`src/rtl/mau_pkg.sv`:
```
`default_nettype none

package mau_pkg;

   // width of the operation code on the request channel
   localparam int REQ_TYPE_BITS = 3;

   // operation codes carried in req_type
   localparam logic [REQ_TYPE_BITS-1:0] REQ_ADD = 3'd0;
   localparam logic [REQ_TYPE_BITS-1:0] REQ_SUB = 3'd1;
   localparam logic [REQ_TYPE_BITS-1:0] REQ_MUL = 3'd2;
   localparam logic [REQ_TYPE_BITS-1:0] REQ_POW = 3'd3;
   localparam logic [REQ_TYPE_BITS-1:0] REQ_DIV = 3'd4;

   // modulus after reset, before truncation to the configured width
   localparam logic [31:0] MODULUS_RESET = 32'd1000000007;

   // operations of the serial arithmetic unit
   typedef enum logic [1:0] {
      UOP_ADD = 2'd0,
      UOP_SUB = 2'd1,
      UOP_MUL = 2'd2,
      UOP_RED = 2'd3
   } mau_uop_type;

   typedef struct packed {
      logic        start;
      mau_uop_type op;
   } mau_cmd_type;

   typedef struct packed {
      logic busy;
      logic done;
   } mau_sts_type;

endpackage

`default_nettype wire

```
`src/rtl/mau_req_if.sv`:
```
`default_nettype none

interface mau_req_if
   import mau_pkg::*;
#(
   parameter int OPERAND_BITS = 32
) ();

   logic                     valid;
   logic                     ready;
   logic [REQ_TYPE_BITS-1:0] req_type;
   logic [OPERAND_BITS-1:0]  operand_a;
   logic [OPERAND_BITS-1:0]  operand_b;

   modport source (output valid, req_type, operand_a, operand_b, input ready);
   modport sink   (input valid, req_type, operand_a, operand_b, output ready);

endinterface

`default_nettype wire

```
`src/rtl/mau_rsp_if.sv`:
```
`default_nettype none

interface mau_rsp_if #(
   parameter int MODULUS_BITS = 31
) ();

   logic                    valid;
   logic                    ready;
   logic [MODULUS_BITS-1:0] result;

   modport source (output valid, result, input ready);
   modport sink   (input valid, result, output ready);

endinterface

`default_nettype wire

```
`src/rtl/modular_arithmetic_unit_top.sv`:
```
`default_nettype none

// Modular arithmetic unit: add, subtract, multiply, power and Fermat divide
// modulo a configured modulus.
// req_chan: valid/ready transaction with req_type, operand_a, operand_b.
// rsp_chan: valid/ready transaction with result, one per request.
// csr_wr_en/csr_wr_data: write the modulus; only while no request is in flight.
// One request is worked on at a time; req_chan.ready is high only when idle.
// Both operands are first reduced bit-serially.
// Every modular product runs through a serial unit, one double and one conditional add per modulus bit.
// Power runs one round per bit of the exponent; divide runs as a power with
// exponent modulus-2, then multiplies that result by operand a.
// The next request can be accepted in the cycle after a result is loaded.
// The two serial units run the multiply and the square of a power round in
// parallel; the round loop sets the rate.
// A finished result sits in the output register until taken; a following
// request can be accepted meanwhile, and its result waits if rsp is stalled.
// Reset returns to idle, drops any pending result and loads the modulus
// 1000000007 (truncated to MODULUS_BITS).
module modular_arithmetic_unit_top
   import mau_pkg::*;
#(
   parameter int OPERAND_BITS = 32,
   parameter int MODULUS_BITS = 31
) (
   input  wire logic                    clock,
   input  wire logic                    reset,
   mau_req_if.sink                      req_chan,
   mau_rsp_if.source                    rsp_chan,
   input  wire logic                    csr_wr_en,
   input  wire logic [MODULUS_BITS-1:0] csr_wr_data
);

   localparam int SHW = (OPERAND_BITS > MODULUS_BITS) ? OPERAND_BITS : MODULUS_BITS;

   typedef enum logic [5:0] {
      ST_IDLE     = 6'b000001,
      ST_RED      = 6'b000010,
      ST_DISPATCH = 6'b000100,
      ST_POW      = 6'b001000,
      ST_FINAL    = 6'b010000,
      ST_OUT      = 6'b100000
   } state_type;

   state_type                state_ff, state_in;
   logic [MODULUS_BITS-1:0]  modulus_ff, modulus_in;
   logic                     rsp_valid_ff, rsp_valid_in;
   logic [MODULUS_BITS-1:0]  rsp_result_ff, rsp_result_in;

   logic [REQ_TYPE_BITS-1:0] op_ff, op_in;
   logic [OPERAND_BITS-1:0]  b_raw_ff, b_raw_in;
   logic [MODULUS_BITS-1:0]  a_ff, a_in;
   logic [MODULUS_BITS-1:0]  b_ff, b_in;
   logic [MODULUS_BITS-1:0]  acc_ff, acc_in;
   logic [MODULUS_BITS-1:0]  base_ff, base_in;
   logic [SHW-1:0]           exp_ff, exp_in;
   logic [MODULUS_BITS-1:0]  res_ff, res_in;

   mau_cmd_type              u0_cmd, u1_cmd;
   mau_sts_type              u0_sts, u1_sts;
   logic [MODULUS_BITS-1:0]  u0_x, u1_x, u0_result, u1_result;
   logic [SHW-1:0]           u0_y, u1_y;

   logic                     accept;
   logic                     rsp_load;
   logic [MODULUS_BITS-1:0]  one_mod;

   assign accept   = req_chan.valid && req_chan.ready;
   assign rsp_load = (state_ff == ST_OUT) && (!rsp_valid_ff || rsp_chan.ready);
   // 1 mod m: zero when the modulus is one
   assign one_mod  = (modulus_ff == MODULUS_BITS'(1)) ? '0 : MODULUS_BITS'(1);

   assign req_chan.ready  = (state_ff == ST_IDLE);
   assign rsp_chan.valid  = rsp_valid_ff;
   assign rsp_chan.result = rsp_result_ff;

   // sequencer: reduce, dispatch, run power rounds, finish, hand off
   always_comb begin
      state_in = state_ff;
      op_in    = op_ff;
      b_raw_in = b_raw_ff;
      a_in     = a_ff;
      b_in     = b_ff;
      acc_in   = acc_ff;
      base_in  = base_ff;
      exp_in   = exp_ff;
      res_in   = res_ff;
      u0_cmd   = '{start: 1'b0, op: UOP_RED};
      u1_cmd   = '{start: 1'b0, op: UOP_RED};
      u0_x     = a_ff;
      u0_y     = SHW'(b_ff);
      u1_x     = base_ff;
      u1_y     = SHW'(base_ff);
      unique case (state_ff)
         ST_IDLE: begin
            u0_x = '0;
            u0_y = SHW'(req_chan.operand_a);
            u1_x = '0;
            u1_y = SHW'(req_chan.operand_b);
            if (accept) begin
               // start reducing both operands at once
               op_in    = req_chan.req_type;
               b_raw_in = req_chan.operand_b;
               u0_cmd   = '{start: 1'b1, op: UOP_RED};
               u1_cmd   = '{start: 1'b1, op: UOP_RED};
               state_in = ST_RED;
            end
         end
         ST_RED: begin
            if (u0_sts.done) begin
               a_in     = u0_result;
               b_in     = u1_result;
               state_in = ST_DISPATCH;
            end
         end
         ST_DISPATCH: begin
            res_in = '0;
            if (modulus_ff == '0) begin
               state_in = ST_OUT;
            end else begin
               unique case (op_ff)
                  REQ_ADD: begin
                     u0_cmd   = '{start: 1'b1, op: UOP_ADD};
                     state_in = ST_FINAL;
                  end
                  REQ_SUB: begin
                     u0_cmd   = '{start: 1'b1, op: UOP_SUB};
                     state_in = ST_FINAL;
                  end
                  REQ_MUL: begin
                     u0_cmd   = '{start: 1'b1, op: UOP_MUL};
                     state_in = ST_FINAL;
                  end
                  REQ_POW: begin
                     acc_in   = one_mod;
                     base_in  = a_ff;
                     exp_in   = SHW'(b_raw_ff);
                     state_in = ST_POW;
                  end
                  REQ_DIV: begin
                     // zero divisor or a modulus below two gives zero
                     if (b_ff == '0 || modulus_ff < MODULUS_BITS'(2)) begin
                        state_in = ST_OUT;
                     end else begin
                        acc_in   = one_mod;
                        base_in  = b_ff;
                        exp_in   = SHW'(modulus_ff - MODULUS_BITS'(2));
                        state_in = ST_POW;
                     end
                  end
                  default: begin
                     state_in = ST_OUT;
                  end
               endcase
            end
         end
         ST_POW: begin
            u0_x = acc_ff;
            u0_y = SHW'(base_ff);
            if (u0_sts.done) begin
               // take the product only for a set exponent bit; always square
               if (exp_ff[0]) begin
                  acc_in = u0_result;
               end
               base_in = u1_result;
               exp_in  = exp_ff >> 1;
            end else if (!u0_sts.busy) begin
               if (exp_ff == '0) begin
                  if (op_ff == REQ_DIV) begin
                     u0_x     = a_ff;
                     u0_y     = SHW'(acc_ff);
                     u0_cmd   = '{start: 1'b1, op: UOP_MUL};
                     state_in = ST_FINAL;
                  end else begin
                     res_in   = acc_ff;
                     state_in = ST_OUT;
                  end
               end else begin
                  u0_cmd = '{start: 1'b1, op: UOP_MUL};
                  u1_cmd = '{start: 1'b1, op: UOP_MUL};
               end
            end
         end
         ST_FINAL: begin
            if (u0_sts.done) begin
               res_in   = u0_result;
               state_in = ST_OUT;
            end
         end
         ST_OUT: begin
            if (rsp_load) begin
               state_in = ST_IDLE;
            end
         end
         default: begin
            state_in = ST_IDLE;
         end
      endcase
   end

   // output register: hold until taken, load when free or being drained
   always_comb begin
      rsp_result_in = rsp_result_ff;
      if (rsp_load) begin
         rsp_valid_in  = 1'b1;
         rsp_result_in = res_ff;
      end else if (rsp_chan.ready) begin
         rsp_valid_in = 1'b0;
      end else begin
         rsp_valid_in = rsp_valid_ff;
      end
   end

   assign modulus_in = csr_wr_en ? csr_wr_data : modulus_ff;

   always_ff @(posedge clock) begin
      if (reset) begin
         state_ff     <= ST_IDLE;
         rsp_valid_ff <= 1'b0;
         modulus_ff   <= MODULUS_BITS'(MODULUS_RESET);
      end else begin
         state_ff     <= state_in;
         rsp_valid_ff <= rsp_valid_in;
         modulus_ff   <= modulus_in;
      end
   end

   always_ff @(posedge clock) begin
      op_ff         <= op_in;
      b_raw_ff      <= b_raw_in;
      a_ff          <= a_in;
      b_ff          <= b_in;
      acc_ff        <= acc_in;
      base_ff       <= base_in;
      exp_ff        <= exp_in;
      res_ff        <= res_in;
      rsp_result_ff <= rsp_result_in;
   end

   // unit 0: reduce operand a, run the accumulator product, finish
   mau_serial_alu #(
      .OPERAND_BITS (OPERAND_BITS),
      .MODULUS_BITS (MODULUS_BITS)
   ) u_alu0 (
      .clock   (clock),
      .reset   (reset),
      .cmd     (u0_cmd),
      .x       (u0_x),
      .y       (u0_y),
      .modulus (modulus_ff),
      .sts     (u0_sts),
      .result  (u0_result)
   );

   // unit 1: reduce operand b, square the base
   mau_serial_alu #(
      .OPERAND_BITS (OPERAND_BITS),
      .MODULUS_BITS (MODULUS_BITS)
   ) u_alu1 (
      .clock   (clock),
      .reset   (reset),
      .cmd     (u1_cmd),
      .x       (u1_x),
      .y       (u1_y),
      .modulus (modulus_ff),
      .sts     (u1_sts),
      .result  (u1_result)
   );

   // an accepted transaction always begins with operand reduction
   a_accept_to_red: assert property (@(posedge clock) disable iff (reset)
      accept |=> state_ff == ST_RED)
      else $error("accepted transaction did not enter reduction");

   // while reducing and running power rounds both units run in lock step
   a_units_lockstep: assert property (@(posedge clock) disable iff (reset)
      (state_ff == ST_RED || state_ff == ST_POW) |-> u0_sts.done == u1_sts.done)
      else $error("serial units out of step");

   // never start a unit that is still working
   a_no_restart: assert property (@(posedge clock) disable iff (reset)
      (u0_cmd.start |-> !u0_sts.busy) and (u1_cmd.start |-> !u1_sts.busy))
      else $error("serial unit started while busy");

   // a result with a free output register is presented next cycle
   a_out_load: assert property (@(posedge clock) disable iff (reset)
      state_ff == ST_OUT && !rsp_valid_ff |=> rsp_valid_ff && state_ff == ST_IDLE)
      else $error("result not moved to output register");

endmodule

`default_nettype wire

```
`src/rtl/mau_serial_alu.sv`:
```
`default_nettype none

module mau_serial_alu
   import mau_pkg::*;
#(
   parameter int OPERAND_BITS = 32,
   parameter int MODULUS_BITS = 31
) (
   input  wire logic                     clock,
   input  wire logic                     reset,
   input  wire mau_cmd_type              cmd,
   input  wire logic [MODULUS_BITS-1:0]  x,
   input  wire logic [((OPERAND_BITS > MODULUS_BITS) ? OPERAND_BITS : MODULUS_BITS)-1:0] y,
   input  wire logic [MODULUS_BITS-1:0]  modulus,
   output mau_sts_type                   sts,
   output logic [MODULUS_BITS-1:0]       result
);

   localparam int SHW    = (OPERAND_BITS > MODULUS_BITS) ? OPERAND_BITS : MODULUS_BITS;
   localparam int CNTW   = $clog2(SHW + 1);
   localparam int SH_MUL = SHW - MODULUS_BITS;
   localparam int SH_RED = SHW - OPERAND_BITS;

   typedef enum logic [3:0] {
      U_IDLE = 4'b0001,
      U_ONE  = 4'b0010,
      U_DBL  = 4'b0100,
      U_ADD  = 4'b1000
   } u_state_type;

   u_state_type             state_ff, state_in;
   mau_uop_type             op_ff, op_in;
   logic                    done_ff, done_in;
   logic [CNTW-1:0]         cnt_ff, cnt_in;
   logic [MODULUS_BITS-1:0] acc_ff, acc_in;
   logic [MODULUS_BITS-1:0] x_ff, x_in;
   logic [SHW-1:0]          y_ff, y_in;

   // one modular add or subtract per cycle; operands are below the modulus
   logic [MODULUS_BITS-1:0] p, q;
   logic                    cin, subtract;
   logic [MODULUS_BITS:0]   sum, diff, wrap;
   logic [MODULUS_BITS+1:0] over;
   logic [MODULUS_BITS-1:0] madd;

   assign sum  = {1'b0, p} + {1'b0, q} + {{MODULUS_BITS{1'b0}}, cin};
   assign over = {1'b0, sum} - {2'b00, modulus};
   assign diff = {1'b0, p} - {1'b0, q};
   assign wrap = diff + {1'b0, modulus};

   always_comb begin
      if (subtract) begin
         madd = diff[MODULUS_BITS] ? wrap[MODULUS_BITS-1:0] : diff[MODULUS_BITS-1:0];
      end else begin
         madd = over[MODULUS_BITS+1] ? sum[MODULUS_BITS-1:0] : over[MODULUS_BITS-1:0];
      end
   end

   always_comb begin
      state_in = state_ff;
      op_in    = op_ff;
      done_in  = 1'b0;
      cnt_in   = cnt_ff;
      acc_in   = acc_ff;
      x_in     = x_ff;
      y_in     = y_ff;
      p        = acc_ff;
      q        = acc_ff;
      cin      = 1'b0;
      subtract = 1'b0;
      unique case (state_ff)
         U_IDLE: begin
            if (cmd.start) begin
               op_in = cmd.op;
               x_in  = x;
               unique case (cmd.op)
                  UOP_ADD, UOP_SUB: begin
                     acc_in   = y[MODULUS_BITS-1:0];
                     y_in     = y;
                     cnt_in   = CNTW'(1);
                     state_in = U_ONE;
                  end
                  UOP_MUL: begin
                     acc_in   = '0;
                     y_in     = y << SH_MUL;
                     cnt_in   = CNTW'(MODULUS_BITS);
                     state_in = U_DBL;
                  end
                  default: begin
                     acc_in   = '0;
                     y_in     = y << SH_RED;
                     cnt_in   = CNTW'(OPERAND_BITS);
                     state_in = U_DBL;
                  end
               endcase
            end
         end
         U_ONE: begin
            p        = x_ff;
            q        = acc_ff;
            subtract = (op_ff == UOP_SUB);
            acc_in   = madd;
            done_in  = 1'b1;
            state_in = U_IDLE;
         end
         U_DBL: begin
            // double; a reduction also shifts the next operand bit in
            cin    = (op_ff == UOP_RED) ? y_ff[SHW-1] : 1'b0;
            acc_in = madd;
            if (op_ff == UOP_RED) begin
               y_in   = y_ff << 1;
               cnt_in = cnt_ff - CNTW'(1);
               if (cnt_ff == CNTW'(1)) begin
                  done_in  = 1'b1;
                  state_in = U_IDLE;
               end
            end else begin
               state_in = U_ADD;
            end
         end
         U_ADD: begin
            // add the multiplicand when the multiplier bit is set
            q      = y_ff[SHW-1] ? x_ff : '0;
            acc_in = madd;
            y_in   = y_ff << 1;
            cnt_in = cnt_ff - CNTW'(1);
            if (cnt_ff == CNTW'(1)) begin
               done_in  = 1'b1;
               state_in = U_IDLE;
            end else begin
               state_in = U_DBL;
            end
         end
         default: begin
            state_in = U_IDLE;
         end
      endcase
   end

   always_ff @(posedge clock) begin
      if (reset) begin
         state_ff <= U_IDLE;
         done_ff  <= 1'b0;
      end else begin
         state_ff <= state_in;
         done_ff  <= done_in;
      end
   end

   always_ff @(posedge clock) begin
      op_ff  <= op_in;
      cnt_ff <= cnt_in;
      acc_ff <= acc_in;
      x_ff   <= x_in;
      y_ff   <= y_in;
   end

   assign sts.busy = (state_ff != U_IDLE);
   assign sts.done = done_ff;
   assign result   = acc_ff;

endmodule

`default_nettype wire

```
`src/flat_wrapper.sv`:
```
// flat-port wrapper written by rule: the top's interface ports become plain ports
module modular_arithmetic_unit_top_flat import mau_pkg::*;
#(
   parameter int OPERAND_BITS = 32,
   parameter int MODULUS_BITS = 31
)
  (clock, reset, csr_wr_en, csr_wr_data, req_chan_valid, req_chan_req_type, req_chan_operand_a, req_chan_operand_b, req_chan_ready, rsp_chan_valid, rsp_chan_result, rsp_chan_ready);
  mau_req_if #(.OPERAND_BITS(OPERAND_BITS)) req_chan_i ();
  mau_rsp_if #(.MODULUS_BITS(MODULUS_BITS)) rsp_chan_i ();
  input  wire logic clock;
  input  wire logic reset;
  input  wire logic csr_wr_en;
  input  wire logic [MODULUS_BITS-1:0] csr_wr_data;
  input wire logic [$bits(req_chan_i.valid)-1:0] req_chan_valid;
  input wire logic [$bits(req_chan_i.req_type)-1:0] req_chan_req_type;
  input wire logic [$bits(req_chan_i.operand_a)-1:0] req_chan_operand_a;
  input wire logic [$bits(req_chan_i.operand_b)-1:0] req_chan_operand_b;
  output wire logic [$bits(req_chan_i.ready)-1:0] req_chan_ready;
  output wire logic [$bits(rsp_chan_i.valid)-1:0] rsp_chan_valid;
  output wire logic [$bits(rsp_chan_i.result)-1:0] rsp_chan_result;
  input wire logic [$bits(rsp_chan_i.ready)-1:0] rsp_chan_ready;
  assign req_chan_i.valid = req_chan_valid;
  assign req_chan_i.req_type = req_chan_req_type;
  assign req_chan_i.operand_a = req_chan_operand_a;
  assign req_chan_i.operand_b = req_chan_operand_b;
  assign req_chan_ready = req_chan_i.ready;
  assign rsp_chan_valid = rsp_chan_i.valid;
  assign rsp_chan_result = rsp_chan_i.result;
  assign rsp_chan_i.ready = rsp_chan_ready;
  modular_arithmetic_unit_top #(.OPERAND_BITS(OPERAND_BITS), .MODULUS_BITS(MODULUS_BITS)) u_core (.clock(clock), .reset(reset), .req_chan(req_chan_i), .rsp_chan(rsp_chan_i), .csr_wr_en(csr_wr_en), .csr_wr_data(csr_wr_data));
endmodule
```
`config.mk`:
```
export PLATFORM = sky130hd
export DESIGN_NAME = modular_arithmetic_unit_top_flat
export DESIGN_NICKNAME = d
export VERILOG_FILES = /design/src/rtl/mau_pkg.sv /design/src/rtl/mau_req_if.sv /design/src/rtl/mau_rsp_if.sv /design/src/rtl/modular_arithmetic_unit_top.sv /design/src/rtl/mau_serial_alu.sv /design/src/flat_wrapper.sv
export SDC_FILE = /design/constraint.sdc
export NUM_CORES = 1
export LEC_CHECK = 0
export BUFFER_PORTS_ARGS = -buffer_cell sky130_fd_sc_hd__buf_4
export CAP_MARGIN = 20
export CORE_MARGIN = 4
export CORE_UTILIZATION = 50
export CTS_CLUSTER_SIZE = 30
export DETAILED_ROUTE_END_ITERATION = 10
export GPL_TIMING_DRIVEN = 0
export PLACE_DENSITY = 0.66
export SYNTH_ARGS = -nofsm -noshare
export SYNTH_HDL_FRONTEND = slang
export SYNTH_SLANG_ARGS = --single-unit
```
`constraint.sdc`:
```
create_clock -name clock -period 12.2 [get_ports clock]
set_clock_uncertainty 0.2 [all_clocks]
set_input_delay 2.44 -clock clock [delete_from_list [all_inputs] [get_ports clock]]
set_output_delay 2.44 -clock clock [all_outputs]
set_load 0.02 [all_outputs]
```
==> impl_metrics.tcl <==
set metrics [dict create \
    grt_pass1_vias 27700 \
    slew_headroom_pct -11.1 \
    failed_checks "slew limit" \
    maxCapViolCount 0 \
    fp.coreArea_sq_um 66000 \
    cp_slowest_cell "nor4b_2" \
    io_buffers 133 \
    hold_buffers 0 \
    synth_fp_nets 3931 \
    drt_iter0_drc 4318 \
    cp.arrival_ps 10000 \
    clkTransAtPathRegs_ps 70 \
    max_stage_delay_ps 840 \
    postLayoutCoreUtil_pct 57.1 \
    cts_made_buffers 54 \
    cp.required_ps 12340 \
    cts_resized 0 \
    hpwlAfterDp_um 104000 \
    busiest_layer "met2" \
    detail-route-antenna-nets 0 \
    worst_pin_slew_ps 1670 \
    yosys_warnings 0 \
    synth_ff_type "edfxtp_1" \
    status "finished with violations" \
    power_density_nw_per_um2 301 \
    yosys.area.top_type "edfxtp_1" \
    r2r_slack_ps 2350 \
    post-synth-top-count-cell "nand2_1" \
    netlist.area_leader.share_pct 41.0 \
    hold_path_class "reg2reg" \
    min_period_ps 9850 \
    path_max_fanout 10 \
    rows 94 \
    ios 136 \
    async_flop_share_pct 0 \
    worstSetupPathType "reg2reg" \
    die_x_um 267 \
    fmax_mhz 101 \
    die-area_sq_um 71100 \
    fin_crit_sh_pct 80.8 \
    htreeDepth 2 \
    route.vias.total 30200 \
    yosysSeqAreaShare_pct 43.7 \
    clockRootBuffer "clkbuf_16" \
    path_common_cell "clkbuf_1" \
    crit_buf_inv 4 \
    syn_inst 3631 \
    grt_start_max_net_pins 63 \
    antenna_found_initial 6 \
    drt-pass1-iter-count 8 \
    hold_violations 0 \
    wirelength_um 129000 \
    start_util_pct 50.7 \
    post_cts_buffers 0 \
    finalWorstSetupSlack_ps 2350 \
    slew_violations 6 \
    vdd_drop_max_mv 0.325 \
    cpLargestDelayFamily "compound AO/OA/AOI/OAI gates" \
    clock_path_buffers 3 \
    leakage_nw 14.5 \
    final_nets 4143 \
    synth_common_cells "nand2_1, edfxtp_1, nor2_1" \
    use_met2_pct 50.1 \
    grt_pass1_wl_um 184000 \
    finalWeightedCongestion 1.10 \
    synth_edf_count 456 \
    layout-drive-gt1-share_pct 9.23 \
    grt_use_met3_pct 10.5 \
    grt_overflow_total 0 \
    finalSetupViolCount 0 \
    synth_area_leaders "edfxtp_1, ha_1, nand2_1, a21oi_1, o21ai_0" \
    synth_area_per_cell_sq_um 9.21 \
    syn_area_sq_um 33400 \
    fillers 5916 \
    cts_tree "yes" \
    worstSetupStartpointType "flop" \
    avgRoutedWirePerCell_um 27.1 \
    rsz0062_at_grt "no" \
    insertion_delay_ps 650 \
    cp-end-kind "flop" \
    viasPerCell 6.36 \
    drc 0 \
    place_ws_ps 2750 \
    track_usage_pct 35.2 \
    gr-usage-met1_pct 48.9 \
    die_h_um 267 \
    syn2layout_area_growth_pct 12.8 \
    synth.distinct_cells 82 \
    ys_seq_elements 502 \
    hold_slack_ps 218 \
    cts_sinks 502 \
]
[cell families (layout without fill, tap and decap cells)]
group,Yosys count,after routing,synth area share (%)
and+or+nand+nor,1271,1271,17.0
AOI/OAI and AO/OA,1084,1084,20.8
DFF,502,502,43.7
buffers and inverters,320,578,3.70
adders and majority gates,197,197,7.55
xor gates and xnor gates,174,174,4.56
muxes,83,83,2.65
other,0,1,0
[layout by cell type (no fill, tap or decap), types with 46 or more instances in the layout]
master and count:
a21o_1 75, a21oi_1 297, a22o_1 65, a31oi_1 50
and2_1 70, buf_4 141, clkbuf_1 166, clkbuf_16 55
dfxtp_1 46, edfxtp_1 456, ha_1 189, inv_1 133
nand2_1 576, nand3_1 62, nor2_1 317, nor3_1 47
o211ai_1 50, o21ai_0 272, xnor2_1 131
[path summary, 6_finish.rpt]
path / start / to / cells past startpoint
max: u_core.u_alu0.state_ff[3] / u_core.u_alu0.result[21] / 25
min: u_core.res_ff[3] / u_core.rsp_chan.result[3] / 0
max reg2reg: u_core.u_alu0.state_ff[3] / u_core.u_alu0.result[21] / 25
min reg2reg: u_core.res_ff[3] / u_core.rsp_chan.result[3] / 0
[layer usage]
metal  vias up  part of all wire [%]
met5         -                 0.022
met4         6                   6.3
met3       376                    13
met2      1791                    41
met1     14300                    40
li1      13700                     -
[power breakdown]
group / leakage, nW / internal [mW] / total, mW / switching, mW
combinational: 9.01 / 2.70 / 7.24 / 4.54
clock: 0.881 / 0.966 / 1.72 / 0.758
sequential: 4.64 / 2.16 / 2.39 / 0.228
[final cells by class]
cell class / count / area, sq um / area share (%)
multi-input combinational: 2809 / 17700 / 46.9
inverter: 136 / 510 / 1.35
clock buffer: 64 / 1440 / 3.81
clock inverter: 38 / 432 / 1.15
sequential: 502 / 14600 / 38.8
timing repair buffer: 156 / 1220 / 3.24
tap: 864 / 1080 / 2.87
antenna: 1 / 2.50 / 0.00664
buffer: 184 / 726 / 1.93
[metrics by stage]
step / instance area (sq um) / TNS (ps) / total power, mW / instances
after floorplan: 33400 / 0 / 7.45 / 3631
final: 37700 / 0 / 11.3 / 4754
after detailed placement: 35800 / 0 / 9.39 / 4649
after global routing: 37700 / 0 / 12.0 / 4753
after CTS: 37700 / 0 / 11.1 / 4751
after global placement: 35500 / -129360 / 9.37 / 4628
[sequential cells by signal (all words and copies together), names as in the netlist, 31 cells and up]
name	count
u_core.b_raw_ff	32
u_core.exp_ff	32
u_core.u_alu0.y_ff	32
u_core.u_alu1.y_ff	32
u_core.a_ff	31
u_core.acc_ff	31
u_core.b_ff	31
u_core.base_ff	31
u_core.modulus_ff	31
u_core.res_ff	31
u_core.rsp_chan.result	31
u_core.u_alu0.result	31
u_core.u_alu0.x_ff	31
u_core.u_alu1.result	31
u_core.u_alu1.x_ff	31
[worst register-to-register path: cells and delay by family (launching register included)]
kind,cells,cell delay (ps)
adders and majority gates,2,660
buffers and inverters,4,1690
xor gates and xnor gates,1,340
muxes,1,430
DFF,1,360
AOI/OAI and AO/OA,12,4240
and+or+nand+nor,5,1650
(Power assumes the default switching activity.)
